**src/design/blrs_pkg.sv**
```systemverilog
// shared types and constants of the line rasterizer
package blrs_pkg;

  localparam int unsigned WIDTH_BITS  = 15;
  localparam int unsigned STRIDE_BITS = 18;
  localparam int unsigned BPP_BITS    = 4;
  localparam int unsigned ADDR_BITS   = 32;
  localparam int unsigned COLOR_BITS  = 32;
  localparam int unsigned REG_IDX_BITS = 3;

  localparam logic [WIDTH_BITS-1:0]  IMAGE_WIDTH_RST  = 15'd1024;
  localparam logic [WIDTH_BITS-1:0]  IMAGE_HEIGHT_RST = 15'd768;
  localparam logic [STRIDE_BITS-1:0] ROW_STRIDE_RST   = 18'd4096;
  localparam logic [BPP_BITS-1:0]    BPP_RST          = 4'd4;
  localparam logic [ADDR_BITS-1:0]   FRAME_BASE_RST   = 32'd0;

  localparam logic OP_START   = 1'b0;
  localparam logic OP_ADVANCE = 1'b1;

  typedef enum logic [REG_IDX_BITS-1:0] {
    REG_IMAGE_WIDTH     = 3'd0,
    REG_IMAGE_HEIGHT    = 3'd1,
    REG_ROW_STRIDE      = 3'd2,
    REG_BYTES_PER_PIXEL = 3'd3,
    REG_FRAME_BASE      = 3'd4
  } reg_idx_t;

  typedef struct packed {
    logic allowed;
    logic done;
  } pix_flags_t;

endpackage

```
**src/design/blrs_step.sv**
```systemverilog
// line state and one bresenham step per transfer, with the pixel register
module blrs_step
  import blrs_pkg::*;
#(
  parameter int unsigned COORD_BITS = 16
) (
  input  logic                         clk,
  input  logic                         rst_n,
  input  logic                         in_valid,
  output logic                         in_ready,
  input  logic                         in_opcode,
  input  logic signed [COORD_BITS-1:0] in_start_x,
  input  logic signed [COORD_BITS-1:0] in_start_y,
  input  logic signed [COORD_BITS-1:0] in_end_x,
  input  logic signed [COORD_BITS-1:0] in_end_y,
  input  logic [COLOR_BITS-1:0]        in_line_color,
  output logic                         pix_valid,
  input  logic                         pix_ready,
  output logic signed [COORD_BITS-1:0] pix_x,
  output logic signed [COORD_BITS-1:0] pix_y,
  output logic [COLOR_BITS-1:0]        pix_color,
  output pix_flags_t                   pix_flags
);

  localparam int unsigned C = COORD_BITS;
  localparam int unsigned D = COORD_BITS + 1;
  localparam int unsigned E = COORD_BITS + 3;
  localparam int unsigned T = COORD_BITS + 4;

  logic signed [C-1:0]   cur_x_r, cur_y_r, tgt_x_r, tgt_y_r;
  logic signed [C-1:0]   cur_x_nxt, cur_y_nxt, tgt_x_nxt, tgt_y_nxt;
  logic signed [D-1:0]   dx_r, ndy_r, dx_nxt, ndy_nxt;
  logic signed [E-1:0]   err_r, err_nxt;
  logic                  sxn_r, syn_r, sxn_nxt, syn_nxt;
  logic [COLOR_BITS-1:0] color_r, color_nxt;
  logic                  active_r, active_nxt;

  logic signed [C-1:0]   pix_x_r, pix_y_r, pix_x_nxt, pix_y_nxt;
  pix_flags_t            pix_flags_r, pix_flags_nxt;
  logic                  pix_valid_r;

  logic                  accept;

  logic signed [D-1:0]   diff_x, diff_y, abs_x, abs_y;
  logic signed [T-1:0]   twice;
  logic                  move_x, move_y, guard_x, guard_y;
  logic signed [C-1:0]   step_x, step_y, x_after, y_after;
  logic signed [E-1:0]   err_after;

  assign in_ready = !pix_valid_r || pix_ready;
  assign accept   = in_valid && in_ready;

  // start setup
  assign diff_x = {in_end_x[C-1], in_end_x} - {in_start_x[C-1], in_start_x};
  assign diff_y = {in_end_y[C-1], in_end_y} - {in_start_y[C-1], in_start_y};
  assign abs_x  = diff_x[D-1] ? -diff_x : diff_x;
  assign abs_y  = diff_y[D-1] ? -diff_y : diff_y;

  // one step of the error walk
  assign twice   = {err_r, 1'b0};
  assign move_x  = twice >= T'(ndy_r);
  assign move_y  = twice <= T'(dx_r);
  assign guard_x = move_x && (cur_x_r == tgt_x_r);
  assign step_x  = sxn_r ? cur_x_r - C'(1) : cur_x_r + C'(1);
  assign step_y  = syn_r ? cur_y_r - C'(1) : cur_y_r + C'(1);
  assign x_after = move_x ? step_x : cur_x_r;
  assign guard_y = move_y && (cur_y_r == tgt_y_r);
  assign y_after = (move_y && !guard_y) ? step_y : cur_y_r;
  assign err_after = err_r + (move_x ? E'(ndy_r) : E'(0))
                   + ((move_y && !guard_y) ? E'(dx_r) : E'(0));

  always_comb begin
    cur_x_nxt  = cur_x_r;
    cur_y_nxt  = cur_y_r;
    tgt_x_nxt  = tgt_x_r;
    tgt_y_nxt  = tgt_y_r;
    dx_nxt     = dx_r;
    ndy_nxt    = ndy_r;
    err_nxt    = err_r;
    sxn_nxt    = sxn_r;
    syn_nxt    = syn_r;
    color_nxt  = color_r;
    active_nxt = active_r;
    pix_x_nxt  = cur_x_r;
    pix_y_nxt  = cur_y_r;
    pix_flags_nxt = '{allowed: 1'b0, done: 1'b1};
    priority if (in_opcode == OP_START) begin
      cur_x_nxt  = in_start_x;
      cur_y_nxt  = in_start_y;
      tgt_x_nxt  = in_end_x;
      tgt_y_nxt  = in_end_y;
      dx_nxt     = abs_x;
      ndy_nxt    = -abs_y;
      err_nxt    = E'(abs_x) - E'(abs_y);
      sxn_nxt    = !(in_start_x < in_end_x);
      syn_nxt    = !(in_start_y < in_end_y);
      color_nxt  = in_line_color;
      active_nxt = !((in_start_x == in_end_x) && (in_start_y == in_end_y));
      pix_x_nxt  = in_start_x;
      pix_y_nxt  = in_start_y;
      pix_flags_nxt = '{allowed: 1'b1, done: !active_nxt};
    end else if (!active_r) begin
      pix_flags_nxt = '{allowed: 1'b0, done: 1'b1};
    end else if (guard_x) begin
      active_nxt = 1'b0;
    end else if (guard_y) begin
      cur_x_nxt  = x_after;
      err_nxt    = err_after;
      active_nxt = 1'b0;
      pix_x_nxt  = x_after;
    end else begin
      cur_x_nxt  = x_after;
      cur_y_nxt  = y_after;
      err_nxt    = err_after;
      active_nxt = !((x_after == tgt_x_r) && (y_after == tgt_y_r));
      pix_x_nxt  = x_after;
      pix_y_nxt  = y_after;
      pix_flags_nxt = '{allowed: 1'b1, done: !active_nxt};
    end
  end

  always_ff @(posedge clk) begin
    if (!rst_n) begin
      cur_x_r     <= '0;
      cur_y_r     <= '0;
      tgt_x_r     <= '0;
      tgt_y_r     <= '0;
      dx_r        <= '0;
      ndy_r       <= '0;
      err_r       <= '0;
      sxn_r       <= 1'b0;
      syn_r       <= 1'b0;
      color_r     <= '0;
      active_r    <= 1'b0;
      pix_valid_r <= 1'b0;
    end else begin
      if (accept) begin
        cur_x_r  <= cur_x_nxt;
        cur_y_r  <= cur_y_nxt;
        tgt_x_r  <= tgt_x_nxt;
        tgt_y_r  <= tgt_y_nxt;
        dx_r     <= dx_nxt;
        ndy_r    <= ndy_nxt;
        err_r    <= err_nxt;
        sxn_r    <= sxn_nxt;
        syn_r    <= syn_nxt;
        color_r  <= color_nxt;
        active_r <= active_nxt;
      end
      if (in_ready) begin
        pix_valid_r <= in_valid;
      end
    end
  end

  always_ff @(posedge clk) begin
    if (accept) begin
      pix_x_r     <= pix_x_nxt;
      pix_y_r     <= pix_y_nxt;
      pix_flags_r <= pix_flags_nxt;
    end
  end

  assign pix_valid = pix_valid_r;
  assign pix_x     = pix_x_r;
  assign pix_y     = pix_y_r;
  assign pix_color = color_r;
  assign pix_flags = pix_flags_r;

  a_active_not_at_end: assert property (@(posedge clk) disable iff (!rst_n)
    active_r |-> !((cur_x_r == tgt_x_r) && (cur_y_r == tgt_y_r)))
    else $error("active line sits at its endpoint");

  a_idle_advance: assert property (@(posedge clk) disable iff (!rst_n)
    (accept && (in_opcode == OP_ADVANCE) && !active_r)
      |=> pix_valid_r && pix_flags_r.done && !pix_flags_r.allowed && !active_r)
    else $error("advance while idle changed the line");

  a_done_ends_line: assert property (@(posedge clk) disable iff (!rst_n)
    (accept && pix_flags_nxt.done) |=> !active_r)
    else $error("line still active after its last pixel");

endmodule

```
**src/design/blrs_addr.sv**
```systemverilog
// clipping and framebuffer address, two register stages
module blrs_addr
  import blrs_pkg::*;
#(
  parameter int unsigned COORD_BITS = 16
) (
  input  logic                         clk,
  input  logic                         rst_n,
  input  logic                         pix_valid,
  output logic                         pix_ready,
  input  logic signed [COORD_BITS-1:0] pix_x,
  input  logic signed [COORD_BITS-1:0] pix_y,
  input  logic [COLOR_BITS-1:0]        pix_color,
  input  pix_flags_t                   pix_flags,
  input  logic [WIDTH_BITS-1:0]        image_width,
  input  logic [WIDTH_BITS-1:0]        image_height,
  input  logic [STRIDE_BITS-1:0]       row_stride,
  input  logic [BPP_BITS-1:0]          bytes_per_pixel,
  input  logic [ADDR_BITS-1:0]         frame_base,
  output logic                         out_valid,
  input  logic                         out_ready,
  output logic signed [COORD_BITS-1:0] out_pixel_x,
  output logic signed [COORD_BITS-1:0] out_pixel_y,
  output logic                         out_write_enable,
  output logic [ADDR_BITS-1:0]         out_pixel_address,
  output logic [COLOR_BITS-1:0]        out_pixel_value,
  output logic                         out_line_done
);

  localparam int unsigned C  = COORD_BITS;
  localparam int unsigned CW = (COORD_BITS > WIDTH_BITS) ? COORD_BITS : WIDTH_BITS;
  localparam int unsigned PY = WIDTH_BITS + STRIDE_BITS;
  localparam int unsigned PX = WIDTH_BITS + BPP_BITS;

  logic                  mul_valid_r, res_valid_r;
  logic                  mul_ready, accept_mul, accept_res;
  logic                  in_image;
  logic [WIDTH_BITS-1:0] xl, yl;
  logic [PY-1:0]         py_full;
  logic [PX-1:0]         px_full;

  logic signed [C-1:0]   mx_r, my_r;
  logic                  inside_r, mdone_r;
  logic [ADDR_BITS-1:0]  py_r;
  logic [PX-1:0]         px_r;
  logic [COLOR_BITS-1:0] mcolor_r;

  logic signed [C-1:0]   rx_r, ry_r;
  logic                  we_r, rdone_r;
  logic [ADDR_BITS-1:0]  addr_r, addr_nxt;
  logic [COLOR_BITS-1:0] rcolor_r;

  assign mul_ready  = !res_valid_r || out_ready;
  assign pix_ready  = !mul_valid_r || mul_ready;
  assign accept_mul = pix_valid && pix_ready;
  assign accept_res = mul_valid_r && mul_ready;

  assign in_image = pix_flags.allowed && !pix_x[C-1] && !pix_y[C-1]
                 && (CW'($unsigned(pix_x)) < CW'(image_width))
                 && (CW'($unsigned(pix_y)) < CW'(image_height));
  assign xl = WIDTH_BITS'($unsigned(pix_x));
  assign yl = WIDTH_BITS'($unsigned(pix_y));
  assign py_full = PY'(yl) * PY'(row_stride);
  assign px_full = PX'(xl) * PX'(bytes_per_pixel);

  assign addr_nxt = inside_r ? frame_base + py_r + ADDR_BITS'(px_r) : '0;

  always_ff @(posedge clk) begin
    if (!rst_n) begin
      mul_valid_r <= 1'b0;
      res_valid_r <= 1'b0;
    end else begin
      if (pix_ready) begin
        mul_valid_r <= pix_valid;
      end
      if (mul_ready) begin
        res_valid_r <= mul_valid_r;
      end
    end
  end

  always_ff @(posedge clk) begin
    if (accept_mul) begin
      mx_r     <= pix_x;
      my_r     <= pix_y;
      inside_r <= in_image;
      mdone_r  <= pix_flags.done;
      py_r     <= py_full[ADDR_BITS-1:0];
      px_r     <= px_full;
      mcolor_r <= pix_color;
    end
    if (accept_res) begin
      rx_r     <= mx_r;
      ry_r     <= my_r;
      we_r     <= inside_r;
      rdone_r  <= mdone_r;
      addr_r   <= addr_nxt;
      rcolor_r <= mcolor_r;
    end
  end

  assign out_valid         = res_valid_r;
  assign out_pixel_x       = rx_r;
  assign out_pixel_y       = ry_r;
  assign out_write_enable  = we_r;
  assign out_pixel_address = addr_r;
  assign out_pixel_value   = rcolor_r;
  assign out_line_done     = rdone_r;

  a_addr_zero_when_clipped: assert property (@(posedge clk) disable iff (!rst_n)
    (out_valid && !out_write_enable) |-> (out_pixel_address == '0))
    else $error("clipped pixel carries an address");

  a_write_has_nonneg_coords: assert property (@(posedge clk) disable iff (!rst_n)
    (out_valid && out_write_enable) |-> (!out_pixel_x[C-1] && !out_pixel_y[C-1]))
    else $error("write enable on a negative coordinate");

endmodule

```
**src/design/bresenham_line_rasterizer_top.sv**
```systemverilog
// top level of the line rasterizer: register port, step unit and address unit
// Takes one item per clock while the output is not stalled, start (opcode 0) or
// advance (opcode 1), and gives one pixel per item through the pixel, multiply and
// result registers; the whole bresenham step, including its error update, is
// combinational in the step unit, and the address product y*row_stride is
// registered before the final add with frame_base. Configuration registers are
// written through the APB port at byte addresses 0, 4, 8, 12 and 16 and must
// only change while no line pixels are in flight.
module bresenham_line_rasterizer_top
  import blrs_pkg::*;
#(
  parameter int unsigned COORD_BITS = 16
) (
  input  logic                         clk,
  input  logic                         rst_n,
  input  logic                         psel,
  input  logic                         penable,
  input  logic                         pwrite,
  input  logic [4:0]                   paddr,
  input  logic [31:0]                  pwdata,
  output logic [31:0]                  prdata,
  output logic                         pready,
  input  logic                         in_valid,
  output logic                         in_ready,
  input  logic                         in_opcode,
  input  logic signed [COORD_BITS-1:0] in_start_x,
  input  logic signed [COORD_BITS-1:0] in_start_y,
  input  logic signed [COORD_BITS-1:0] in_end_x,
  input  logic signed [COORD_BITS-1:0] in_end_y,
  input  logic [COLOR_BITS-1:0]        in_line_color,
  output logic                         out_valid,
  input  logic                         out_ready,
  output logic signed [COORD_BITS-1:0] out_pixel_x,
  output logic signed [COORD_BITS-1:0] out_pixel_y,
  output logic                         out_write_enable,
  output logic [ADDR_BITS-1:0]         out_pixel_address,
  output logic [COLOR_BITS-1:0]        out_pixel_value,
  output logic                         out_line_done
);

  logic [WIDTH_BITS-1:0]   image_width_r, image_height_r;
  logic [STRIDE_BITS-1:0]  row_stride_r;
  logic [BPP_BITS-1:0]     bpp_r;
  logic [ADDR_BITS-1:0]    frame_base_r;
  logic [REG_IDX_BITS-1:0] reg_idx;
  logic                    cfg_wr;

  logic                    pix_valid, pix_ready;
  logic signed [COORD_BITS-1:0] pix_x, pix_y;
  logic [COLOR_BITS-1:0]   pix_color;
  pix_flags_t              pix_flags;

  assign pready  = 1'b1;
  assign reg_idx = paddr[4:2];
  assign cfg_wr  = psel && penable && pwrite && pready;

  always_ff @(posedge clk) begin
    if (!rst_n) begin
      image_width_r  <= IMAGE_WIDTH_RST;
      image_height_r <= IMAGE_HEIGHT_RST;
      row_stride_r   <= ROW_STRIDE_RST;
      bpp_r          <= BPP_RST;
      frame_base_r   <= FRAME_BASE_RST;
    end else if (cfg_wr) begin
      unique case (reg_idx)
        REG_IMAGE_WIDTH:     image_width_r  <= pwdata[WIDTH_BITS-1:0];
        REG_IMAGE_HEIGHT:    image_height_r <= pwdata[WIDTH_BITS-1:0];
        REG_ROW_STRIDE:      row_stride_r   <= pwdata[STRIDE_BITS-1:0];
        REG_BYTES_PER_PIXEL: bpp_r          <= pwdata[BPP_BITS-1:0];
        REG_FRAME_BASE:      frame_base_r   <= pwdata;
        default: ;
      endcase
    end
  end

  always_comb begin
    unique case (reg_idx)
      REG_IMAGE_WIDTH:     prdata = 32'(image_width_r);
      REG_IMAGE_HEIGHT:    prdata = 32'(image_height_r);
      REG_ROW_STRIDE:      prdata = 32'(row_stride_r);
      REG_BYTES_PER_PIXEL: prdata = 32'(bpp_r);
      REG_FRAME_BASE:      prdata = frame_base_r;
      default:             prdata = '0;
    endcase
  end

  blrs_step #(
    .COORD_BITS(COORD_BITS)
  ) u_step (
    .clk           (clk),
    .rst_n         (rst_n),
    .in_valid      (in_valid),
    .in_ready      (in_ready),
    .in_opcode     (in_opcode),
    .in_start_x    (in_start_x),
    .in_start_y    (in_start_y),
    .in_end_x      (in_end_x),
    .in_end_y      (in_end_y),
    .in_line_color (in_line_color),
    .pix_valid     (pix_valid),
    .pix_ready     (pix_ready),
    .pix_x         (pix_x),
    .pix_y         (pix_y),
    .pix_color     (pix_color),
    .pix_flags     (pix_flags)
  );

  blrs_addr #(
    .COORD_BITS(COORD_BITS)
  ) u_addr (
    .clk               (clk),
    .rst_n             (rst_n),
    .pix_valid         (pix_valid),
    .pix_ready         (pix_ready),
    .pix_x             (pix_x),
    .pix_y             (pix_y),
    .pix_color         (pix_color),
    .pix_flags         (pix_flags),
    .image_width       (image_width_r),
    .image_height      (image_height_r),
    .row_stride        (row_stride_r),
    .bytes_per_pixel   (bpp_r),
    .frame_base        (frame_base_r),
    .out_valid         (out_valid),
    .out_ready         (out_ready),
    .out_pixel_x       (out_pixel_x),
    .out_pixel_y       (out_pixel_y),
    .out_write_enable  (out_write_enable),
    .out_pixel_address (out_pixel_address),
    .out_pixel_value   (out_pixel_value),
    .out_line_done     (out_line_done)
  );

endmodule
```
**config.mk**
```make
export PLATFORM = sky130hd
export DESIGN_NAME = bresenham_line_rasterizer_top
export DESIGN_NICKNAME = d
export VERILOG_FILES = /design/src/design/blrs_pkg.sv /design/src/design/blrs_step.sv /design/src/design/blrs_addr.sv /design/src/design/bresenham_line_rasterizer_top.sv
export SDC_FILE = /design/constraint.sdc
export NUM_CORES = 2
export LEC_CHECK = 0
export BUFFER_PORTS_ARGS = -buffer_cell sky130_fd_sc_hd__buf_2
export CORE_ASPECT_RATIO = 0.7
export CORE_MARGIN = 10
export CORE_UTILIZATION = 25
export CTS_BUF_LIST = sky130_fd_sc_hd__clkbuf_8
export DETAILED_ROUTE_END_ITERATION = 8
export PLACE_DENSITY = 0.42
export SLEW_MARGIN = 10
export SYNTH_ARGS = -nofsm -noshare
export SYNTH_HDL_FRONTEND = slang
export SYNTH_SLANG_ARGS = --single-unit
```
**constraint.sdc**
```tcl
create_clock -name clk -period 11 [get_ports clk]
set_clock_uncertainty 0.1 [all_clocks]
set_input_delay 0.55 -clock clk [delete_from_list [all_inputs] [get_ports clk]]
set_output_delay 0.55 -clock clk [all_outputs]
set_load 0.005 [all_outputs]
```
==> impl_metrics.json <==
{
  "status": "finished clean",
  "register_area_mm2": 0.0123,
  "syn_inst": 4183,
  "synth.cell_area_mm2": 0.0384,
  "fin_crit_ns": 7.40,
  "synth-edff-count": 249,
  "crit_path_max_fanout": 20,
  "syn_area_per_cell_um2": 9.17,
  "cts_buffers": 92,
  "final_common_cell": "nand2_1",
  "setup_viol": 0,
  "grtUsageTotal_pct": 15.6,
  "async_flop_share_pct": 0,
  "hp-class": "in2reg",
  "yosys_warnings": 0,
  "reg2reg_depth": 23,
  "worstHoldPathCells": 4,
  "endpoint": "u_addr.py_r[30]",
  "h-tree-depth": 3,
  "drive_above_1_share_pct": 11.1,
  "hold_viol": 0,
  "post-route-period-util_pct": 67.2,
  "grt_pass1_vias": 30700,
  "startpoint": "u_step.pix_y[1]",
  "timing.max_cap.violations": 0,
  "synth_nets": 4923,
  "drc": 0,
  "arrival_ns": 7.86,
  "post_cts_buffers": 0,
  "worst_slack_ns": 3.60,
  "cts_tree": "built",
  "crit_type": "reg2reg",
  "post_drt_wl_per_cell_um": 20.2,
  "overflow": 0,
  "synth_cell_types": 102,
  "rsz0062_at_grt": "no",
  "seq_area_frac_synth_pct": 32.0,
  "cts_buffer_depth": 3,
  "final_max_slew_viol_count": 0,
  "synthFlopType": "edfxtp_1",
  "start_util_pct": 25.1,
  "max-slew-margin-rel_pct": 24.1,
  "num_rows": 120,
  "cp-end-kind": "register",
  "grt_max_degree": 93,
  "viasPerCell": 4.62,
  "final_cell_mix": "nand2_1, inv_1, a21oi_1",
  "synth-seq-cells": 488,
  "die_w_um": 488,
  "met3_usage_pct": 3.12,
  "drt_iter0_markers": 1991,
  "drtAntennaViolNets": 0,
  "dieArea_mm2": 0.170,
  "fmax_ghz": 0.135,
  "portBuffers": 270,
  "leakage_nw": 19.5,
  "die_h_um": 348,
  "setup_tns_ns": 0,
  "clock_latency_ns": 0.82,
  "fillers": 16200,
  "antenna_found_initial": 17,
  "dp_hpwl_mm": 101,
  "grt_pass1_wl_mm": 203,
  "use_met1_pct": 23.6,
  "gp_congestion": 0.858,
  "use_met2_pct": 21.9,
  "critical_path_required_ns": 11.47,
  "worst_pin_slew_ns": 1.14,
  "core_mm2": 0.153,
  "dr.pass1.iters": 5,
  "cts.repair.resized": 0,
  "area_delta_synth_final_pct": 17.1,
  "dp_slack_ns": 3.57,
  "io_pins": 274,
  "rrSetupSlack_ns": 3.60,
  "clkTransAtPathRegs_ns": 0.06,
  "grt_busiest_layer": "met1",
  "routed_wl_mm": 134,
  "multi_input_comb_area_mm2": 0.0237,
  "num_vias": 30600,
  "cts_sinks": 488,
  "critPathLaunchType": "register",
  "r2r_end": "u_addr.py_r[30]",
  "reg2reg_from": "u_step.pix_y[1]",
  "power_density_mw_per_mm2": 129,
  "ir_drop_mv": 0.0868,
  "cts-root-buf": "clkbuf_8",
  "nets": 5263
}
-- state kept, by name, summed over array words and instances (netlist names), 17 cells and up --
register / cells
frame_base_r: 32
row_stride_r: 18
u_addr.mcolor_r: 32
u_addr.out_pixel_address: 32
u_addr.out_pixel_value: 32
u_addr.px_r: 19
u_addr.py_r: 32
u_step.dx_r: 17
u_step.err_r: 19
u_step.ndy_r: 17
u_step.pix_color: 32
-- final cells by class --
cell class,count,share of cell area [%]
Timing Repair Buffer,408,5.88
Multi-Input combinational cell,3069,52.8
Antenna cell,7,0.0390
Clock inverter,62,1.13
Tap cell,2013,5.61
Inverter,464,3.89
Clock buffer,111,3.40
Sequential cell,488,27.3
-- Yosys cell counts (10+ instances only) --
master | count | share of area (%)
a211o_1 | 11 | 0.25
a211oi_1 | 38 | 0.74
a21o_1 | 56 | 1.1
a21oi_1 | 343 | 4.5
a311oi_1 | 11 | 0.25
a31oi_1 | 25 | 0.41
and2_1 | 207 | 3.4
and3_1 | 18 | 0.29
clkbuf_1 | 143 | 1.4
dfxtp_1 | 239 | 12
edfxtp_1 | 249 | 19
fa_1 | 275 | 14
ha_1 | 324 | 11
inv_1 | 463 | 4.5
mux2i_1 | 56 | 1.5
nand2_1 | 671 | 6.6
nand2b_1 | 23 | 0.38
nand3_1 | 55 | 0.72
nand4_1 | 23 | 0.38
nor2_1 | 210 | 2.1
nor2b_1 | 39 | 0.64
nor3_1 | 57 | 0.74
nor4_1 | 11 | 0.18
o211ai_1 | 16 | 0.31
o21a_1 | 31 | 0.61
o21ai_0 | 117 | 1.5
o21bai_1 | 26 | 0.51
o22ai_1 | 12 | 0.20
o31ai_1 | 10 | 0.20
or2_2 | 10 | 0.16
or3_1 | 16 | 0.26
xnor2_1 | 138 | 3.2
xor2_1 | 85 | 1.9
-- worst min-delay path by stage --
stage | slack, ns | to | start
2_1_floorplan | 0.30 | u_addr.mdone_r | u_step.pix_flags[0]
5_1_grt | 0.09 | u_step.pix_x[12] | in_start_x[12]
3_5_place_dp | 0.30 | u_addr.out_pixel_value[28] | u_addr.mcolor_r[28]
4_1_cts | 0.008 | u_step.pix_y[9] | in_start_y[9]
3_3_place_gp | 0.30 | u_addr.out_pixel_value[7] | u_addr.mcolor_r[7]
6_report | 0.14 | u_step.cur_y_r[15] | in_start_y[15]
-- cells by family after synthesis --
kind of cell	synth area share, %
muxes	1.62
adders and majority gates	24.9
other	0.00978
xor gates and xnor gates	5.34
DFF	32.0
AOI/OAI and AO/OA	13.2
buffers and inverters	6.34
and+or+nand+nor	16.5
-- per-layer routing --
layer,vias to the layer above,part of all wire [%]
li1,14800,-
met3,166,6.3
met2,736,40
met4,16,2.6
met5,-,0.081
met1,14900,51
-- timing repair --
item,in CTS,in global routing
endpoints found under the hold margin,157,0
endpoints found under the setup margin,0,0
hold buffers,101,0
-- through the flow --
| step | hold slack, ns | power [mW] | area, µm² | std cells | utilization (%) |
|---|---|---|---|---|---|
| after global placement | 0.300 | 3.75 | 41900 | 6341 | 27.4 |
| after floorplan | 0.300 | 3.22 | 38400 | 4183 | - |
| after detailed placement | 0.305 | 3.75 | 41900 | 6341 | 27.4 |
| after global routing | 0.0858 | 6.15 | 44900 | 6621 | 29.4 |
| after CTS | 0.00825 | 5.88 | 44900 | 6615 | 29.4 |
| final | 0.143 | 5.80 | 44900 | 6622 | 29.4 |
-- worst max-delay path: stages (launching register included) --
cell      delay, ns
edfxtp_1       0.77
and2_1         0.36
fa_1           0.50
inv_1          0.06
fa_1           0.53
inv_1          0.05
fa_1           0.45
ha_1           0.31
fa_1           0.49
inv_1          0.05
fa_1           0.48
inv_1          0.06
ha_1           0.33
and3_1         0.16
a221o_1        0.40
o311a_1        0.33
o311ai_1       0.35
a311o_1        0.28
a211o_1        0.21
o211ai_1       0.16
nand2b_1       0.19
a31o_2         0.26
a21oi_1        0.17
xnor2_1        0.08
-- where the power goes --
group	switching [mW]	internal, mW	total [mW]	leakage [nW]
Combinational	1.02	0.622	1.64	14.1
Sequential	0.107	2.01	2.12	4.34
Clock	0.931	1.11	2.04	1.11
Total	2.05	3.74	5.80	19.5
Note: power is estimated with default switching activity, not from simulation.
